==> src/design/mkeval_pkg.sv <==
// Shared types and constants for the Matern kernel evaluation unit.
// Used by the front, queue, back and top-level modules; no dependencies.
package mkeval_pkg;

	// Distance width carried to the back end: r < 64.0 in Q16.16
	localparam int unsigned R_W       = 22;
	localparam int unsigned EXP_TERMS = 20;
	// Whole units of r that can still give a nonzero result
	localparam int unsigned POW_STEPS = 63;
	localparam int unsigned QUEUE_DEPTH = 4;

	localparam logic [63:0] ONE60     = 64'd1 << 60;
	localparam logic [31:0] FAR_LIMIT = 32'd64 << 16;
	// 2^64 / 3 rounded up, exact for dividends below 2^62
	localparam logic [63:0] RECIP3    = 64'h5555555555555556;

	// exp(-1) in Q0.60 as the truncated series produces it: every term is
	// floor(2^60 / i!), so the sum is known at elaboration
	localparam logic [63:0] E_NEG_ONE =
		ONE60 - ONE60 / 64'd1 + ONE60 / 64'd2 - ONE60 / 64'd6
		+ ONE60 / 64'd24 - ONE60 / 64'd120 + ONE60 / 64'd720
		- ONE60 / 64'd5040 + ONE60 / 64'd40320 - ONE60 / 64'd362880
		+ ONE60 / 64'd3628800 - ONE60 / 64'd39916800 + ONE60 / 64'd479001600
		- ONE60 / 64'd6227020800 + ONE60 / 64'd87178291200
		- ONE60 / 64'd1307674368000 + ONE60 / 64'd20922789888000
		- ONE60 / 64'd355687428096000 + ONE60 / 64'd6402373705728000
		- ONE60 / 64'd121645100408832000 + ONE60 / 64'd2432902008176640000;

	// Configuration register indexes
	localparam int unsigned REG_DIM_COUNT = 0;
	localparam int unsigned REG_MODE      = 1;
	localparam int unsigned REG_AMPLITUDE = 2;
	localparam int unsigned REG_NUGGET    = 3;
	localparam int unsigned REG_SCALE0    = 4;

	// Smoothness modes (any other code means nu = 5/2)
	localparam logic [1:0] MODE_NU_HALF  = 2'd0;
	localparam logic [1:0] MODE_NU_3HALF = 2'd1;

	typedef enum logic [1:0] {
		KIND_NORMAL,
		KIND_ZERO,
		KIND_FAR
	} kind_t;

	// Classified distance handed from front to back
	typedef struct packed {
		kind_t          kind;
		logic           sat;
		logic [R_W-1:0] r;
	} item_t;

endpackage

==> src/design/mkeval_fifo.sv <==
// Short queue of classified distances between front and back.
// Depends on mkeval_pkg for the item type and depth.
module mkeval_fifo (
	input  logic              clk,
	input  logic              arst_n,
	input  logic              push_valid,
	output logic              push_ready,
	input  mkeval_pkg::item_t push_item,
	output logic              pop_valid,
	input  logic              pop_ready,
	output mkeval_pkg::item_t pop_item
);
	import mkeval_pkg::*;

	localparam int unsigned PTR_W = $clog2(QUEUE_DEPTH);
	localparam int unsigned CNT_W = $clog2(QUEUE_DEPTH + 1);

	item_t             mem_q [QUEUE_DEPTH];
	logic [PTR_W-1:0]  wr_ptr_q;
	logic [PTR_W-1:0]  rd_ptr_q;
	logic [CNT_W-1:0]  count_q;
	logic              push;
	logic              pop;

	assign push_ready = count_q != CNT_W'(QUEUE_DEPTH);
	assign pop_valid  = count_q != '0;
	assign push       = push_valid && push_ready;
	assign pop        = pop_valid && pop_ready;
	assign pop_item   = mem_q[rd_ptr_q];

	// pointers and fill level
	always_ff @(posedge clk or negedge arst_n) begin
		if (!arst_n) begin
			wr_ptr_q <= '0;
			rd_ptr_q <= '0;
			count_q  <= '0;
		end else begin
			if (push) begin
				wr_ptr_q <= (wr_ptr_q == PTR_W'(QUEUE_DEPTH - 1)) ? '0 : wr_ptr_q + 1'b1;
			end
			if (pop) begin
				rd_ptr_q <= (rd_ptr_q == PTR_W'(QUEUE_DEPTH - 1)) ? '0 : rd_ptr_q + 1'b1;
			end
			if (push && !pop) begin
				count_q <= count_q + 1'b1;
			end else if (pop && !push) begin
				count_q <= count_q - 1'b1;
			end
		end
	end

	// storage
	always_ff @(posedge clk) begin
		if (push) begin
			mem_q[wr_ptr_q] <= push_item;
		end
	end

endmodule

==> config.mk <==
export PLATFORM = sky130hd
export DESIGN_NAME = mkeval_fifo
export DESIGN_NICKNAME = d
export VERILOG_FILES = /design/src/design/mkeval_pkg.sv /design/src/design/mkeval_fifo.sv
export SDC_FILE = /design/constraint.sdc
export NUM_CORES = 1
export LEC_CHECK = 0
export ABC_AREA = 1
export BUFFER_PORTS_ARGS = -buffer_cell sky130_fd_sc_hd__buf_2
export CAP_MARGIN = 20
export CORE_ASPECT_RATIO = 1.1
export CORE_MARGIN = 2
export CORE_UTILIZATION = 61
export DETAILED_ROUTE_END_ITERATION = 8
export PLACE_DENSITY = 0.83
export RECOVER_POWER = 50
export REMOVE_ABC_BUFFERS = 1
export SYNTH_ARGS = -nofsm -noshare
export SYNTH_HDL_FRONTEND = slang
export SYNTH_SLANG_ARGS = --single-unit
==> constraint.sdc <==
create_clock -name clk -period 6.2 [get_ports clk]
set_input_delay 0.62 -clock clk [delete_from_list [all_inputs] [get_ports clk]]
set_output_delay 0.62 -clock clk [all_outputs]
set_load 0.05 [all_outputs]
==> results.sh <==
export IMPL_final_min_clock_period_ps=3170
export IMPL_finalMaxSlewViolations=26
export IMPL_drt_wl_total_mm=7.45
export IMPL_cp_endpoint="mem_q[3][0]"
export IMPL_ys_seq_area_share_pct=71.6
export IMPL_antenna_found_initial=0
export IMPL_hold_buffers=0
export IMPL_first_iter_violations=159
export IMPL_rsz0062_at_grt="no"
export IMPL_drc=0
export IMPL_status="finished with violations"
export IMPL_fp_dieH_microns=93.4
export IMPL_ys_seq_elements=107
export IMPL_vias=2622
export IMPL_io_pins=56
export IMPL_endpoint_kind="register"
export IMPL_ant_nets=0
export IMPL_vias_per_cell=5.35
export IMPL_grt_pass1_wl_mm=11.9
export IMPL_rows=32
export IMPL_grt_pass1_vias=2603
export IMPL_slew_headroom_pct=-52.9
export IMPL_wire_per_inst_microns=15.2
export IMPL_clock_skew_final_ps=5.37
export IMPL_synth_top_area_share_pct=67.7
export IMPL_dp_cells=474
export IMPL_synthTopCellsByCount="100 x edfxtp_1, 90 x nand2_1, 61 x inv_1"
export IMPL_rrSetupSlack_ps=3030
export IMPL_fp_dieW_microns=85.3
export IMPL_cts_buffer_depth=2
export IMPL_core_area_sq_um=7050
export IMPL_place_congestion=0.713
export IMPL_first_pass_iters=4
export IMPL_async_flop_share_pct=6.54
export IMPL_reg2reg_depth=4
export IMPL_startpoint_type="register"
export IMPL_peakVddDrop_v=0.000315
export IMPL_total_leakage_power_nw=1.93
export IMPL_cts_tree="done"
export IMPL_drive_above_1_share_pct=11.6
export IMPL_path_max_fanout=25
export IMPL_ys_flop_type="edfxtp_1"
export IMPL_io_buffers=55
export IMPL_hold_path_class="in -> async"
export IMPL_dp_hpwl_mm=4.45
export IMPL_timing_rr_end="mem_q[3][0]"
export IMPL_nFillCells=510
export IMPL_violations="capacitance limit, slew limit"
export IMPL_cp_arrival_ps=3110
export IMPL_antenna_cells=0
export IMPL_clk_pin_slew_ps=90
export IMPL_clk_latency_ps=360
export IMPL_cts_sinks=107
export IMPL_tns_ps=0
export IMPL_postSynthCellCount=350
export IMPL_worstSetupPathType="reg -> reg"
export IMPL_avgSynthCellArea_sq_um=12.7
export IMPL_tightestPinTransition_ps=2290
export IMPL_cts_buffers=9
export IMPL_grt_overflow_total=0
export IMPL_ys_types=18
export IMPL_hold_viol=0
export IMPL_nNetsFinal=436
export IMPL_cts_resized_gates=0
export IMPL_initial_core_util_pct=63.0
export IMPL_max_clock_freq_ghz=0.315
export IMPL_cts_htree_levels=3
export IMPL_utilization_pct=69.5
export IMPL_yosys_area_top_type="edfxtp_1"
export IMPL_crit_start="count_q[1]"
export IMPL_grt_usage_pct=20.0
export IMPL_grt_max_degree=104
export IMPL_synth_edf_count=100
export IMPL_yosysWarnings=0
export IMPL_post_cts_setup_buffer_count=0
export IMPL_cp_required_ps=6140
export IMPL_place_ws_ps=3700
export IMPL_synth_most_common_cell="edfxtp_1"
export IMPL_areaGrowthSynthToFinish_pct=10.3
export IMPL_rr_startpoint="count_q[1]"
export IMPL_instances_no_fill=490
export IMPL_final_setup_viol_count=0
export IMPL_p_per_area_nw_per_um2=536
export IMPL_fp_dieArea_sq_um=7970
export IMPL_netlist_area_sq_um=4440
export IMPL_period_share_pct=51.2
export IMPL_setup_ws_ps=3030
export IMPL_cts_root_buf="clkbuf_8"
export IMPL_netlist_top_cells_area="edfxtp_1 68%, o211ai_1 8.5%, nand2_1 7.6%"
export IMPL_maxCapViolations=1
sequential cells by signal (all words and copies together) (netlist names):
signal and count:
rd_ptr_q 2, wr_ptr_q 2, count_q 3, mem_q 100
worst max-delay path, stage by stage, from the launching register on:
cell	delay [ps]
dfrtp_1	420
clkinv_1	130
nand3_1	160
nand2_1	270
nor2_1	1760
placed cells by master, fill, tap and decap left out, types with 3 or more instances in the layout:
cell type,n
buf_2,27
clkbuf_1,28
clkbuf_8,9
dfrtp_1,6
edfxtp_1,100
ha_1,6
inv_1,62
nand2_1,90
nand3_1,7
nor2_1,3
nor2_4,3
o211ai_1,50
logic make-up after synthesis:
kind of cell | synth area share [%]
flip-flops | 71.6
AND/OR/NAND/NOR | 9.05
buffers and inverters | 8.40
AO/OA/AOI/OAI | 8.57
adder cells (fa/ha/maj) | 2.14
XOR/XNOR | 0.197
through the flow:
stage               power (mW)  hold slack (ps)  cell area [sq um]
global route              2.77              196               4900
global placement          2.17              467               4720
CTS                       2.65             80.1               4940
finish                    2.63              170               4900
detailed placement        2.21              475               4720
floorplan                 1.92              324               4310
power breakdown:
group          switching (mW)  total, mW  leakage, nW  internal, mW
Sequential              0.163       1.12         1.00         0.955
Combinational           0.802       1.06        0.829         0.260
Clock                   0.221      0.446        0.103         0.226
Total                    1.19       2.63         1.93          1.44
layer usage:
layer / GRT usage [%] / vias to the layer above / share of wire, %
met5: 0 / - / 0
met3: 3.09 / 12 / 5.4
li1: - / 1291 / -
met2: 33.0 / 70 / 51
met4: 11.1 / 0 / 2.0
met1: 25.4 / 1249 / 41
worst min-delay path by stage:
stage,depth (start not counted),end,startpoint,slack (ps)
6_report,1,wr_ptr_q[0],arst_n,170
5_1_grt,1,wr_ptr_q[0],arst_n,200
4_1_cts,1,wr_ptr_q[0],arst_n,80
3_5_place_dp,1,rd_ptr_q[1],arst_n,470
3_3_place_gp,1,wr_ptr_q[0],arst_n,470
2_1_floorplan,0,count_q[0],arst_n,320
area by class of cell:
cell class | count | area, sq um | area share (%)
well taps | 85 | 106 | 2.17
flip-flops and latches | 107 | 3180 | 65.0
multi-input cells | 163 | 908 | 18.6
clock buffers | 9 | 124 | 2.53
repair buffers | 55 | 240 | 4.91
inverters | 64 | 243 | 4.96
clock inverters | 7 | 92.6 | 1.89
Note: power is estimated with default switching activity, not from simulation.
